$ cat config.mk
export PLATFORM = sky130hd
export DESIGN_NAME = input_action_conditioner_top
export DESIGN_NICKNAME = d
export VERILOG_FILES = /design/src/hdl/iac_pkg.sv /design/src/hdl/iac_cfg_regs.sv /design/src/hdl/iac_ramp_unit.sv /design/src/hdl/input_action_conditioner_top.sv
export SDC_FILE = /design/constraint.sdc
export NUM_CORES = 2
export LEC_CHECK = 0
export BUFFER_PORTS_ARGS = -buffer_cell sky130_fd_sc_hd__buf_4
export CAP_MARGIN = 20
export CORE_UTILIZATION = 40
export CTS_BUF_LIST = sky130_fd_sc_hd__clkbuf_4 sky130_fd_sc_hd__clkbuf_8 sky130_fd_sc_hd__clkbuf_16
export CTS_CLUSTER_DIAMETER = 200
export CTS_CLUSTER_SIZE = 20
export DETAILED_ROUTE_END_ITERATION = 8
export PLACE_DENSITY = 0.54
export SETUP_SLACK_MARGIN = 0.2
export SLEW_MARGIN = 20
export SYNTH_ARGS = -nofsm -noshare
export SYNTH_HDL_FRONTEND = slang
export SYNTH_SLANG_ARGS = --single-unit
$ cat constraint.sdc
create_clock -name clk_i -period 9.1 [get_ports clk_i]
set_input_delay 1.82 -clock clk_i [delete_from_list [all_inputs] [get_ports clk_i]]
set_output_delay 1.82 -clock clk_i [all_outputs]
set_load 0.01 [all_outputs]
$ cat src/hdl/iac_pkg.sv
// ----------------------------------------------------------------------------
// iac_pkg
// Shared types, constants and helper functions of the input action
// conditioner.
// ----------------------------------------------------------------------------
package iac_pkg;

  localparam int unsigned NumObjectsDef  = 4;
  localparam int unsigned NumBindingsDef = 4;

  localparam int unsigned CfgIndexW = 3;
  localparam int unsigned CfgDataW  = 64;
  localparam int unsigned LevelW    = 16;
  localparam int unsigned ProdW     = 32;

  // Full scale of a Q1.15 level.
  localparam logic [LevelW-1:0] FullScale = 16'h8000;

  // Physical id layout: the input type sits above the object number.
  localparam int unsigned IdTypeLsb  = 8;
  localparam logic [3:0]  IdTypeBtn  = 4'h0;
  // Ramp steps are products scaled down by this many bits.
  localparam int unsigned StepShift  = 8;
  localparam int unsigned StepW      = ProdW - StepShift;

  localparam logic FuncEvent = 1'b0;
  localparam logic FuncTick  = 1'b1;

  typedef enum logic [1:0] {
    KIND_TRIGGER = 2'd0,
    KIND_TOGGLE  = 2'd1,
    KIND_AXIS    = 2'd2,
    KIND_UNUSED  = 2'd3
  } kind_e;

  typedef enum logic [CfgIndexW-1:0] {
    REG_OBJECT_KINDS   = 3'd0,
    REG_PRESS_THRESH   = 3'd1,
    REG_RELEASE_THRESH = 3'd2,
    REG_RAMP_UP        = 3'd3,
    REG_RAMP_DOWN      = 3'd4,
    REG_BINDING_IDS    = 3'd5,
    REG_BINDING_TGTS   = 3'd6
  } reg_idx_e;

  typedef struct packed {
    logic          func;
    logic [15:0]   phys_id;
    logic [15:0]   in_value;
    logic [15:0]   elapsed;
  } in_item_t;

  typedef struct packed {
    logic [1:0]    object_index;
    logic [15:0]   out_value;
    logic          last_result;
  } out_item_t;

  typedef struct packed {
    logic [7:0]    object_kinds;
    logic [63:0]   press_thresholds;
    logic [63:0]   release_thresholds;
    logic [63:0]   ramp_up_rates;
    logic [63:0]   ramp_down_rates;
    logic [63:0]   binding_ids;
    logic [11:0]   binding_targets;
  } cfg_t;

  // One 16-bit lane of a register holding four packed values.
  function automatic logic [15:0] field16(input logic [63:0] r, input logic [1:0] k);
    return r[{k, 4'b0000} +: 16];
  endfunction

  function automatic kind_e kind_of(input logic [7:0] kinds, input logic [1:0] k);
    return kind_e'(kinds[{k, 1'b0} +: 2]);
  endfunction

endpackage

$ cat src/hdl/iac_cfg_regs.sv
// ----------------------------------------------------------------------------
// iac_cfg_regs
// Configuration register file, written one register per word.
// ----------------------------------------------------------------------------
module iac_cfg_regs (
  input  logic                          clk_i,
  input  logic                          rst_ni,
  input  logic                          cfg_valid_i,
  output logic                          cfg_ready_o,
  input  logic [iac_pkg::CfgIndexW-1:0] cfg_index_i,
  input  logic [iac_pkg::CfgDataW-1:0]  cfg_data_i,
  output iac_pkg::cfg_t                 cfg_o
);
  import iac_pkg::*;

  cfg_t cfg_q;

  assign cfg_ready_o = 1'b1;
  assign cfg_o       = cfg_q;

  always_ff @(posedge clk_i or negedge rst_ni) begin
    if (!rst_ni) begin
      cfg_q <= '0;
    end else if (cfg_valid_i) begin
      unique case (reg_idx_e'(cfg_index_i))
        REG_OBJECT_KINDS:   cfg_q.object_kinds       <= cfg_data_i[7:0];
        REG_PRESS_THRESH:   cfg_q.press_thresholds   <= cfg_data_i;
        REG_RELEASE_THRESH: cfg_q.release_thresholds <= cfg_data_i;
        REG_RAMP_UP:        cfg_q.ramp_up_rates      <= cfg_data_i;
        REG_RAMP_DOWN:      cfg_q.ramp_down_rates    <= cfg_data_i;
        REG_BINDING_IDS:    cfg_q.binding_ids        <= cfg_data_i;
        REG_BINDING_TGTS:   cfg_q.binding_targets    <= cfg_data_i[11:0];
        default: begin
          // Writes beyond the register list are dropped.
        end
      endcase
    end
  end

endmodule

$ cat src/hdl/iac_ramp_unit.sv
// ----------------------------------------------------------------------------
// iac_ramp_unit
// Shared ramp datapath: registered multiply of elapsed time by a rate, then
// a saturating add toward full scale or subtract toward zero.
// ----------------------------------------------------------------------------
module iac_ramp_unit (
  input  logic                       clk_i,
  input  logic                       mul_en_i,
  input  logic                       up_i,
  input  logic [iac_pkg::LevelW-1:0] pos_i,
  input  logic [15:0]                elapsed_i,
  input  logic [15:0]                rate_i,
  output logic [iac_pkg::LevelW-1:0] new_pos_o
);
  import iac_pkg::*;

  logic [ProdW-1:0]  prod_q;
  logic              up_q;
  logic [LevelW-1:0] pos_q;
  logic [StepW-1:0]  step;
  logic [LevelW-1:0] room;

  // Operands are captured together with the product.
  always_ff @(posedge clk_i) begin
    if (mul_en_i) begin
      prod_q <= ProdW'(elapsed_i) * ProdW'(rate_i);
      up_q   <= up_i;
      pos_q  <= pos_i;
    end
  end

  always_comb begin
    step = prod_q[ProdW-1:StepShift];
    room = FullScale - pos_q;
    if (up_q) begin
      if (step >= StepW'(room)) new_pos_o = FullScale;
      else                      new_pos_o = pos_q + step[LevelW-1:0];
    end else begin
      if (step >= StepW'(pos_q)) new_pos_o = '0;
      else                       new_pos_o = pos_q - step[LevelW-1:0];
    end
  end

endmodule

$ cat src/hdl/input_action_conditioner_top.sv
// ----------------------------------------------------------------------------
// input_action_conditioner_top
// Maps physical input words onto logical objects and ramps axis positions.
// ----------------------------------------------------------------------------
// Usage: input words arrive on the in_* valid/ready channel. An event word
// (func 0) is looked up in the binding table and yields at most one result
// word; a tick word (func 1) ramps every axis object not yet at its target
// end and yields one result word per such axis. Result words leave on the
// out_* channel, the final one of each input word carries last_result. An
// event word's result is loaded into the output register in the same cycle
// as the event state returns to idle, so the block is ready again as it is
// presented. A tick keeps in_ready low while it scans each object in turn,
// with an update step per such axis and a closing scan step, as a single
// ramp multiplier is reused object by object. One word is taken at a time.
// The output register lets the sequencer finish its current result while
// the receiver stalls; when it is full the sequencer waits and no state
// changes until the result can be placed.
// Configuration words are written on the cfg_* channel, always ready, and
// must only be sent while the block is idle.
// Reset clears all configuration, down flags and positions to zero.
// ----------------------------------------------------------------------------
module input_action_conditioner_top #(
  parameter int unsigned NUM_OBJECTS  = iac_pkg::NumObjectsDef,
  parameter int unsigned NUM_BINDINGS = iac_pkg::NumBindingsDef
) (
  input  logic                          clk_i,
  input  logic                          rst_ni,
  input  logic                          in_valid_i,
  output logic                          in_ready_o,
  input  iac_pkg::in_item_t             in_data_i,
  output logic                          out_valid_o,
  input  logic                          out_ready_i,
  output iac_pkg::out_item_t            out_data_o,
  input  logic                          cfg_valid_i,
  output logic                          cfg_ready_o,
  input  logic [iac_pkg::CfgIndexW-1:0] cfg_index_i,
  input  logic [iac_pkg::CfgDataW-1:0]  cfg_data_i
);
  import iac_pkg::*;

  localparam int unsigned ObjIdxW = (NUM_OBJECTS > 1) ? $clog2(NUM_OBJECTS) : 1;
  localparam int unsigned ObjCntW = $clog2(NUM_OBJECTS + 1);
  localparam logic [ObjCntW-1:0] ObjLast = ObjCntW'(NUM_OBJECTS);
  localparam logic [2:0]         NumObj  = 3'(NUM_OBJECTS);

  typedef enum logic [1:0] {
    ST_IDLE,
    ST_EVENT,
    ST_SCAN,
    ST_UPDATE
  } state_e;

  cfg_t cfg;

  state_e              state_q;
  in_item_t            item_q;
  logic [ObjCntW-1:0]  scan_q;
  logic [NUM_OBJECTS-1:0] mask_q;
  logic                down_q [NUM_OBJECTS];
  logic [LevelW-1:0]   pos_q  [NUM_OBJECTS];
  logic                out_valid_q;
  out_item_t           out_q;

  iac_cfg_regs u_cfg_regs (
    .clk_i       (clk_i),
    .rst_ni      (rst_ni),
    .cfg_valid_i (cfg_valid_i),
    .cfg_ready_o (cfg_ready_o),
    .cfg_index_i (cfg_index_i),
    .cfg_data_i  (cfg_data_i),
    .cfg_o       (cfg)
  );

  assign in_ready_o  = (state_q == ST_IDLE);
  assign out_valid_o = out_valid_q;
  assign out_data_o  = out_q;

  logic out_free;
  assign out_free = !out_valid_q || out_ready_i;

  // Event path: binding lookup and down-flag update.
  logic              evt_found;
  logic [1:0]        evt_obj;
  logic              evt_ok;
  logic [ObjIdxW-1:0] evt_idx;
  logic [LevelW-1:0] evt_level;
  logic              evt_button;
  kind_e             evt_kind;
  logic              evt_was;
  logic              evt_down;
  logic              evt_emit;
  logic              evt_set_pos;
  logic [LevelW-1:0] evt_val;

  always_comb begin
    evt_found = 1'b0;
    evt_obj   = '0;
    // Walk downward so the lowest-numbered matching binding wins.
    for (int b = NUM_BINDINGS - 1; b >= 0; b--) begin
      if (cfg.binding_targets[3*b+2] &&
          field16(cfg.binding_ids, 2'(b)) == item_q.phys_id) begin
        evt_found = 1'b1;
        evt_obj   = cfg.binding_targets[3*b +: 2];
      end
    end
    evt_ok     = evt_found && ({1'b0, evt_obj} < NumObj);
    evt_idx    = evt_obj[ObjIdxW-1:0];
    evt_level  = (item_q.in_value > FullScale) ? FullScale : item_q.in_value;
    evt_button = (item_q.phys_id[IdTypeLsb +: 4] == IdTypeBtn);
    evt_kind   = kind_of(cfg.object_kinds, evt_obj);
    evt_was    = down_q[evt_idx];
    evt_down    = evt_was;
    evt_emit    = 1'b0;
    evt_set_pos = 1'b0;
    evt_val     = '0;
    unique case (evt_kind)
      KIND_AXIS: begin
        if (evt_button) begin
          evt_down = (evt_level == FullScale);
        end else begin
          evt_set_pos = 1'b1;
          evt_emit    = 1'b1;
          evt_val     = evt_level;
        end
      end
      KIND_TRIGGER, KIND_TOGGLE: begin
        if (evt_button) begin
          evt_down = (evt_level == FullScale);
        end else begin
          if (evt_level > field16(cfg.press_thresholds, evt_obj))   evt_down = 1'b1;
          if (evt_level < field16(cfg.release_thresholds, evt_obj)) evt_down = 1'b0;
        end
        if (evt_kind == KIND_TRIGGER) evt_emit = evt_down && !evt_was;
        else                          evt_emit = evt_down != evt_was;
        evt_val = evt_down ? FullScale : '0;
      end
      default: begin
        // Unused kind: the event is ignored.
      end
    endcase
    evt_emit    = evt_emit && evt_ok;
    evt_set_pos = evt_set_pos && evt_ok;
  end

  // A result word is placed into the output register in this cycle.
  logic out_load;
  assign out_load = out_free &&
                    (((state_q == ST_EVENT) && evt_emit) || (state_q == ST_UPDATE));

  // Tick path: axis objects not yet at the end they ramp toward, known before
  // the scan starts since each object's step depends on its own state only.
  logic [NUM_OBJECTS-1:0] tick_mask;
  always_comb begin
    for (int k = 0; k < NUM_OBJECTS; k++) begin
      tick_mask[k] = (kind_of(cfg.object_kinds, 2'(k)) == KIND_AXIS) &&
                     (down_q[k] ? (pos_q[k] < FullScale) : (pos_q[k] != '0));
    end
  end

  logic [ObjIdxW-1:0]     scan_idx;
  logic [1:0]             scan_obj;
  logic                   scan_up;
  logic [15:0]            scan_rate;
  logic [LevelW-1:0]      ramp_pos;
  logic                   mul_en;
  logic [NUM_OBJECTS-1:0] mask_left;

  always_comb begin
    scan_idx  = scan_q[ObjIdxW-1:0];
    scan_obj  = 2'(scan_q);
    scan_up   = down_q[scan_idx];
    scan_rate = scan_up ? field16(cfg.ramp_up_rates, scan_obj)
                        : field16(cfg.ramp_down_rates, scan_obj);
    mul_en    = (state_q == ST_SCAN) && (scan_q != ObjLast) && mask_q[scan_idx];
    mask_left = mask_q;
    mask_left[scan_idx] = 1'b0;
  end

  iac_ramp_unit u_ramp_unit (
    .clk_i     (clk_i),
    .mul_en_i  (mul_en),
    .up_i      (scan_up),
    .pos_i     (pos_q[scan_idx]),
    .elapsed_i (item_q.elapsed),
    .rate_i    (scan_rate),
    .new_pos_o (ramp_pos)
  );

  always_ff @(posedge clk_i or negedge rst_ni) begin
    if (!rst_ni) begin
      state_q     <= ST_IDLE;
      item_q      <= '0;
      scan_q      <= '0;
      mask_q      <= '0;
      out_valid_q <= 1'b0;
      out_q       <= '0;
      for (int k = 0; k < NUM_OBJECTS; k++) begin
        down_q[k] <= 1'b0;
        pos_q[k]  <= '0;
      end
    end else begin
      if (out_load) out_valid_q <= 1'b1;
      else if (out_valid_q && out_ready_i) out_valid_q <= 1'b0;
      unique case (state_q)
        ST_IDLE: begin
          if (in_valid_i) begin
            item_q <= in_data_i;
            scan_q <= '0;
            mask_q <= tick_mask;
            state_q <= (in_data_i.func == FuncTick) ? ST_SCAN : ST_EVENT;
          end
        end
        ST_EVENT: begin
          if (!evt_emit || out_free) begin
            if (evt_ok) down_q[evt_idx] <= evt_down;
            if (evt_set_pos) pos_q[evt_idx] <= evt_val;
            if (evt_emit) begin
              out_q.object_index <= evt_obj;
              out_q.out_value    <= evt_val;
              out_q.last_result  <= 1'b1;
            end
            state_q <= ST_IDLE;
          end
        end
        ST_SCAN: begin
          if (scan_q == ObjLast) begin
            state_q <= ST_IDLE;
          end else if (mask_q[scan_idx]) begin
            state_q <= ST_UPDATE;
          end else begin
            scan_q <= scan_q + 1'b1;
          end
        end
        ST_UPDATE: begin
          if (out_free) begin
            pos_q[scan_idx]    <= ramp_pos;
            out_q.object_index <= scan_obj;
            out_q.out_value    <= ramp_pos;
            out_q.last_result  <= (mask_left == '0);
            mask_q             <= mask_left;
            scan_q             <= scan_q + 1'b1;
            state_q            <= ST_SCAN;
          end
        end
        default: state_q <= ST_IDLE;
      endcase
    end
  end

endmodule

* Word level (Yosys, flattened, before mapping)
Index checks and enable logic that the tools add are counted.
Word-level totals: output and inout bits 22, flip-flop bits (word level) 534
Operators by class: mux-type cells 77, $lt $le $gt $ge 15, bitwise operators 4, add/subtract/negate cells 4, multiply operators 1, shift operators 5, reduce and logical (&&, ||, !) cells 53, equality and inequality tests 31
Operators by type and width (count):
- 64-bit by 7-bit variable part select with 16-bit output | 4
- 64-bit two-way mux | 3
- 16-bit two-way mux | 11
- 64-bit bitwise mux | 2
- 64-bit one-hot mux with 2 select lines | 1
- 16-bit demux with 2-bit select | 2
- 16-bit equality test | 4
- 16-bit less-than comparator, second input constant | 4
- 16-bit nonzero test | 4
- 19-bit two-way mux | 3
- 24-bit by 16-bit >= comparator with 1-bit output | 2
- 19-bit one-hot mux with 2 select lines | 1
- 16-bit binary-select mux with 2-bit select | 1
- 16-bit by 16-bit multiplier with 32-bit output | 1
- 16-bit one-hot mux with 2 select lines | 1
- 1-bit two-way mux | 25
- 2-bit two-way mux | 10
- 1-bit logical AND | 19
- 16-bit adder | 1
- 16-bit equality test, second input constant | 1
- 16-bit greater-than comparator | 1
- 16-bit greater-than comparator, second input constant | 1
- 16-bit less-than comparator | 1
- 2-bit AND reduction | 8
- 41 further kinds | 79

* Depth between registers and ports, before layout
depth after elaboration 22, depth in mapped cells 32, mapped depth without buffers 29

* Modules after synthesis
From an unflattened synthesis, not the netlist that was laid out.
Second synthesis, totals: cell total of the unflattened synthesis 3448, area, all modules 36794.0 um2
Modules (own cells, without submodules):
- iac_cfg_regs | cells each 725, area an instance 12822.3 um2, seq. area each 8508.2 um2, instances 1
- iac_ramp_unit | cells each 1338, area an instance 12229.2 um2, seq. area each 1231.2 um2, instances 1
- input_action_conditioner_top | cells each 1385, area an instance 11742.5 um2, seq. area each 3628.5 um2, instances 1

* Least setup slack after synthesis
Ideal clock, no wire load.
path kind register -> register, start point register scan_q[0], end point register u_ramp_unit.prod_q[28] (data pin), path buffers 3, cell stages (with the launch flop) 29, path slack 0.884 ns, clock period less this slack 8.216 ns, arrival time 7.958 ns, path through dfrtp_1 -> inv_2 -> buf_1 -> clkbuf_1 -> mux4_2 -> nand2_1 -> nand2_1 -> clkbuf_1 -> nand2_1 -> fa_1 -> inv_1 -> fa_1 -> fa_1 -> inv_1 -> fa_1 -> fa_1 -> fa_1 -> inv_1 -> ha_1 -> a21oi_1 -> o21bai_1 -> a21o_1 -> a21oi_1 -> o21ai_0 -> o41ai_1 -> nor3b_1 -> or3_1 -> a31oi_1 -> xnor2_1
Between the ends: longest elaborated chain between the ends 6, elaborated cells on any way between the ends 8, those cells by class 1 x mul; 2 x shift; 4 x mux; 1 x bitwise
RTL lines:
- start: declaration | line input_action_conditioner_top.sv:57 | logic [ObjCntW-1:0] scan_q;
- start signal: assignment | line input_action_conditioner_top.sv:231 | scan_q <= scan_q + 1'b1;
- start signal: assignment | line input_action_conditioner_top.sv:241 | scan_q <= scan_q + 1'b1;
- branches (longest 4 deep; another with 64-bit by 7-bit variable part select with 16-bit output)
- 16-bit two-way mux (*) | line input_action_conditioner_top.sv:172 | scan_rate = scan_up ? field16(cfg.ramp_up_rates, scan_obj)
- 16-bit by 16-bit multiplier with 32-bit output (*) | line iac_ramp_unit.sv:26 | prod_q <= ProdW'(elapsed_i) * ProdW'(rate_i);
- end signal: assignment | line iac_ramp_unit.sv:26
- end: declaration | line iac_ramp_unit.sv:17 | logic [ProdW-1:0] prod_q;
Mark *: on every way between the ends. The select of a mux whose other input is x is not followed. A chain may end at the register's enable or synchronous reset.

* Final worst setup path
start point register down_q[2] (netlist bit), end point register u_ramp_unit.prod_q[31] (data pin)
Between the ends: longest elaborated chain between the ends 5
RTL lines:
- start: declaration | line input_action_conditioner_top.sv:59 | logic down_q [NUM_OBJECTS];
- start signal: indexed assignment | line input_action_conditioner_top.sv:215 | if (evt_ok) down_q[evt_idx] <= evt_down;
- 1-bit binary-select mux with 2-bit select | line input_action_conditioner_top.sv:171 | scan_up = down_q[scan_idx];
- 1-bit two-way mux (implied by the code) (2 in a row) | line input_action_conditioner_top.sv:171
- 16-bit two-way mux | line input_action_conditioner_top.sv:172
- 16-bit by 16-bit multiplier with 32-bit output | line iac_ramp_unit.sv:26
Every way passes these cells. The select of a mux whose other input is x is not followed.

==> impl_metrics.py <==
metrics = {
    "floorplan": {
        "initial_utilization_pct": 40.68,
        "die_area_um2": 91630,
        "rows": 109,
        "io_pins": 143,
        "die_h_um": 302.7,
        "die_x_um": 302.7,
        "core-area_um2": 88920,
    },
    "global_routing": {
        "grt_pass1_wl_mm": 173.4,
        "gr-max-usage-layer": "met2",
        "use_met1_pct": 35.82,
        "grt_pass1_vias": 26183,
        "gr-usage-all-layers_pct": 25.31,
        "antenna_found_initial": 4,
        "grtUsageMet3_pct": 2.549,
        "grt_remaining_overflow": 0,
        "grt_start_max_net_pins": 152,
        "grt_util_met2_pct": 42.01,
    },
    "logic_synthesis": {
        "syn_inst": 3312,
        "synth_area_um2": 36170,
        "synth_flop_cell": "dfrtp_1",
        "synth.avg_cell_area_um2": 10.92,
        "yosys_warnings": 0,
        "synthArstFlopShare_pct": 92.21,
        "ys_seq_area_share_pct": 36.96,
        "synth_nets": 3827,
        "synth_edf_count": 41,
        "yosysUniqueCellTypes": 98,
        "ys_ff_latch": 526,
    },
    "final_layout": {
        "synthToLayoutAreaGrowth_pct": 9.046,
        "final_layout_size_suffix_gt1_share_pct": 21.75,
        "design_area_um2": 39440,
        "nets": 3895,
    },
    "timing": {
        "rsz0062_at_grt": "no",
        "fin_setup_tns_ns": 0,
        "fin_skew_ns": 0.05218,
        "worst_pin_slew_ns": 1.071,
        "slew_headroom_pct": 28.00,
        "finalSetupViolCount": 0,
        "finalCritPeriodShare_pct": 92.92,
        "clock.fmax_mhz": 118.3,
        "period_needed_ns": 8.456,
        "maxSlewViolCount": 0,
        "hold_violations": 0,
    },
    "detailed_routing": {
        "drc": 0,
        "wl_mm": 114.4,
        "vias": 25940,
        "wl_per_cell_um": 25.11,
        "drt_pre_antenna_iters": 5,
        "drt_iter0_drc": 2162,
        "antenna_left": 0,
        "viasPerCell": 5.695,
    },
    "status": {
        "status": "complete, no violations",
    },
    "clocking": {
        "insertion_delay_ns": 0.67,
        "cts_tree": "done",
        "clk_path_buf_depth": 3,
        "ctsHoldBuffers": 0,
        "htree_levels": 1,
        "cts_root_buf": "clkbuf_16",
        "clk_pin_slew_ns": 0.10,
        "clock_sinks": 526,
        "numCtsBuffers": 30,
    },
    "place": {
        "placed_area_um2": 38540,
        "port_buffers": 141,
        "gp_congestion": 0.9149,
        "dp.final_hpwl_mm": 85.55,
    },
    "critical_path": {
        "reg2reg_setup_slack_ns": 0.64,
        "cp_max_fo": 18,
        "cp.arrival_ns": 8.85,
        "cp-end-kind": "register",
        "path_class": "register to register",
        "cp.required_ns": 9.50,
        "start_kind": "register",
    },
    "min_path": {
        "holdCritPathClass": "register to register",
    },
    "job": {
        "drv_cap": 0,
    },
}
area by class of cell:
| class | instances | area (um2) |
|---|---|---|
| tap | 1165 | 1458 |
| multi-input combinational | 2312 | 21040 |
| timing repair buffer | 202 | 1562 |
| clock buffer | 37 | 803.3 |
| fill | 8450 | 49480 |
| inverter | 308 | 1156 |
| antenna | 2 | 5.005 |
| clock inverter | 3 | 51.30 |
| sequential | 526 | 13370 |
flip-flops by register name, indices dropped and copies added (netlist names):
register / cells
out_valid_o: 1
scan_q: 3
u_ramp_unit.pos_q: 16
u_ramp_unit.prod_q: 24
u_cfg_regs.cfg_o: 340
out_data_o: 19
item_q: 48
down_q: 4
pos_q: 64
state_q: 2
u_ramp_unit.up_q: 1
mask_q: 4
critical path: stages, from the launching register on:
cell and delay (ns):
dfrtp_1 0.53, mux4_2 0.55, buf_12 0.18, buf_4 0.22
mux4_2 0.24, nand2_1 0.05, nand2_1 0.55, nand2_1 0.17
fa_1 0.56, inv_1 0.06, fa_1 0.42, fa_1 0.50
inv_1 0.05, fa_1 0.52, inv_1 0.05, fa_1 0.49
fa_1 0.42, ha_1 0.34, o21a_1 0.21, o2111ai_1 0.20
nor2_1 0.08, o221ai_1 0.10, o211ai_1 0.21, a311oi_1 0.72
o21ai_1 0.21, a21o_1 0.24, a21oi_1 0.17, xnor2_1 0.08
cells in the mapped netlist (all sizes together), types with 8 or more instances:
cell type  number  share of area (%)
o21ai         106                1.5
mux4           47                2.9
nor4           29               0.52
a32oi          12               0.31
and3           12               0.22
nand2b         35               0.61
or3            10               0.19
o211ai         11               0.23
and2           57               0.99
edfxtp         41                3.4
nand4          41               0.71
fa            195                 11
o21a            9               0.19
nor3           31               0.46
buf            23               0.37
inv           306                3.2
o2bb2ai        20               0.48
a22oi          20               0.42
a221o          15               0.42
o22ai          15               0.28
dfrtp         485                 34
clkbuf        143                1.5
nand3          35               0.51
a21o           31               0.64
or2            10               0.17
a22o            8               0.19
nand2         380                3.9
a31oi          12               0.21
mux2i          56                1.5
o2111ai         9               0.27
nor2b          94                1.6
a21oi          73                1.0
ha            199                6.9
mux2          422                 13
a221oi          8               0.19
nor2           87               0.97
xnor2          89                2.2
xor2           13               0.31
stage by stage:
step | instances | hold slack [ns] | setup WS, ns | util [%]
finish | 4555 | 0.4993 | 0.6445 | 44.36
global route | 4553 | 0.5212 | 0.2174 | 44.35
CTS | 4551 | 0.5030 | 0.3312 | 44.31
detailed placement | 4511 | 0.4830 | 0.3444 | 43.35
global placement | 4511 | 0.4823 | 0.4801 | 43.35
floorplan | 3312 | 0.4684 | 0.8842 | -
cells in the final DEF (no fill, tap or decap), types with 15 or more instances in the layout:
cell / count
o21ai_0: 88
mux2_2: 398
inv_1: 304
mux2_1: 18
a21oi_1: 71
a221o_1: 15
nand2_1: 380
a21o_1: 31
clkbuf_16: 30
ha_1: 199
buf_4: 198
nand4_1: 41
nor2b_1: 94
nor3_1: 28
and2_1: 56
nand2b_1: 35
nor2_1: 85
mux2i_1: 55
o21ai_1: 17
fa_1: 195
nand3_1: 33
xnor2_1: 89
dfrtp_1: 484
nor4_1: 27
edfxtp_1: 41
mux4_2: 47
o2bb2ai_1: 20
a22oi_1: 20
routing by layer:
layer	up-vias	share of wire, %	routed length [um]
met3	116	4.8	5540
met4	0	2.2	2569
met5	-	0	0
li1	11610	-	-
met2	725	48	54950
met1	13489	45	51330
final timing paths:
check,startpoint,endpoint,cells past startpoint
setup / recovery,down_q[2]$_DFFE_PN0P_,u_ramp_unit.prod_q[31]$_DFFE_PP_,27
hold / removal,out_data_o[2]$_DFFE_PN0P_,out_data_o[2]$_DFFE_PN0P_,1
setup reg to reg,down_q[2]$_DFFE_PN0P_,u_ramp_unit.prod_q[31]$_DFFE_PP_,27
hold reg to reg,out_data_o[2]$_DFFE_PN0P_,out_data_o[2]$_DFFE_PN0P_,1
max in group asynchronous,rst_ni,pos_q[17]$_DFFE_PN0P_,2
min in group asynchronous,rst_ni,u_cfg_regs.cfg_o[182]$_DFFE_PN0P_,1
kinds of logic (layout without fill, tap and decap cells):
group	Yosys count	in the layout	synth area share, %
other	1	3	0.01037
adder cells (fa/ha/maj)	394	394	17.68
buffers and inverters	474	550	5.054
flip-flops	526	526	36.96
AND/OR/NAND/NOR	849	849	11.56
multiplexers	525	525	17.68
XOR/XNOR	102	102	2.470
AO/OA/AOI/OAI	441	441	8.592
timing repair:
action	4_1_cts	5_1_grt
resized for setup	0	1
endpoints found under the setup margin	0	4
buffers inserted	0	2
Power is not shown: default switching activity piles up to over one toggle a cycle in this logic, so the estimate is an artifact.
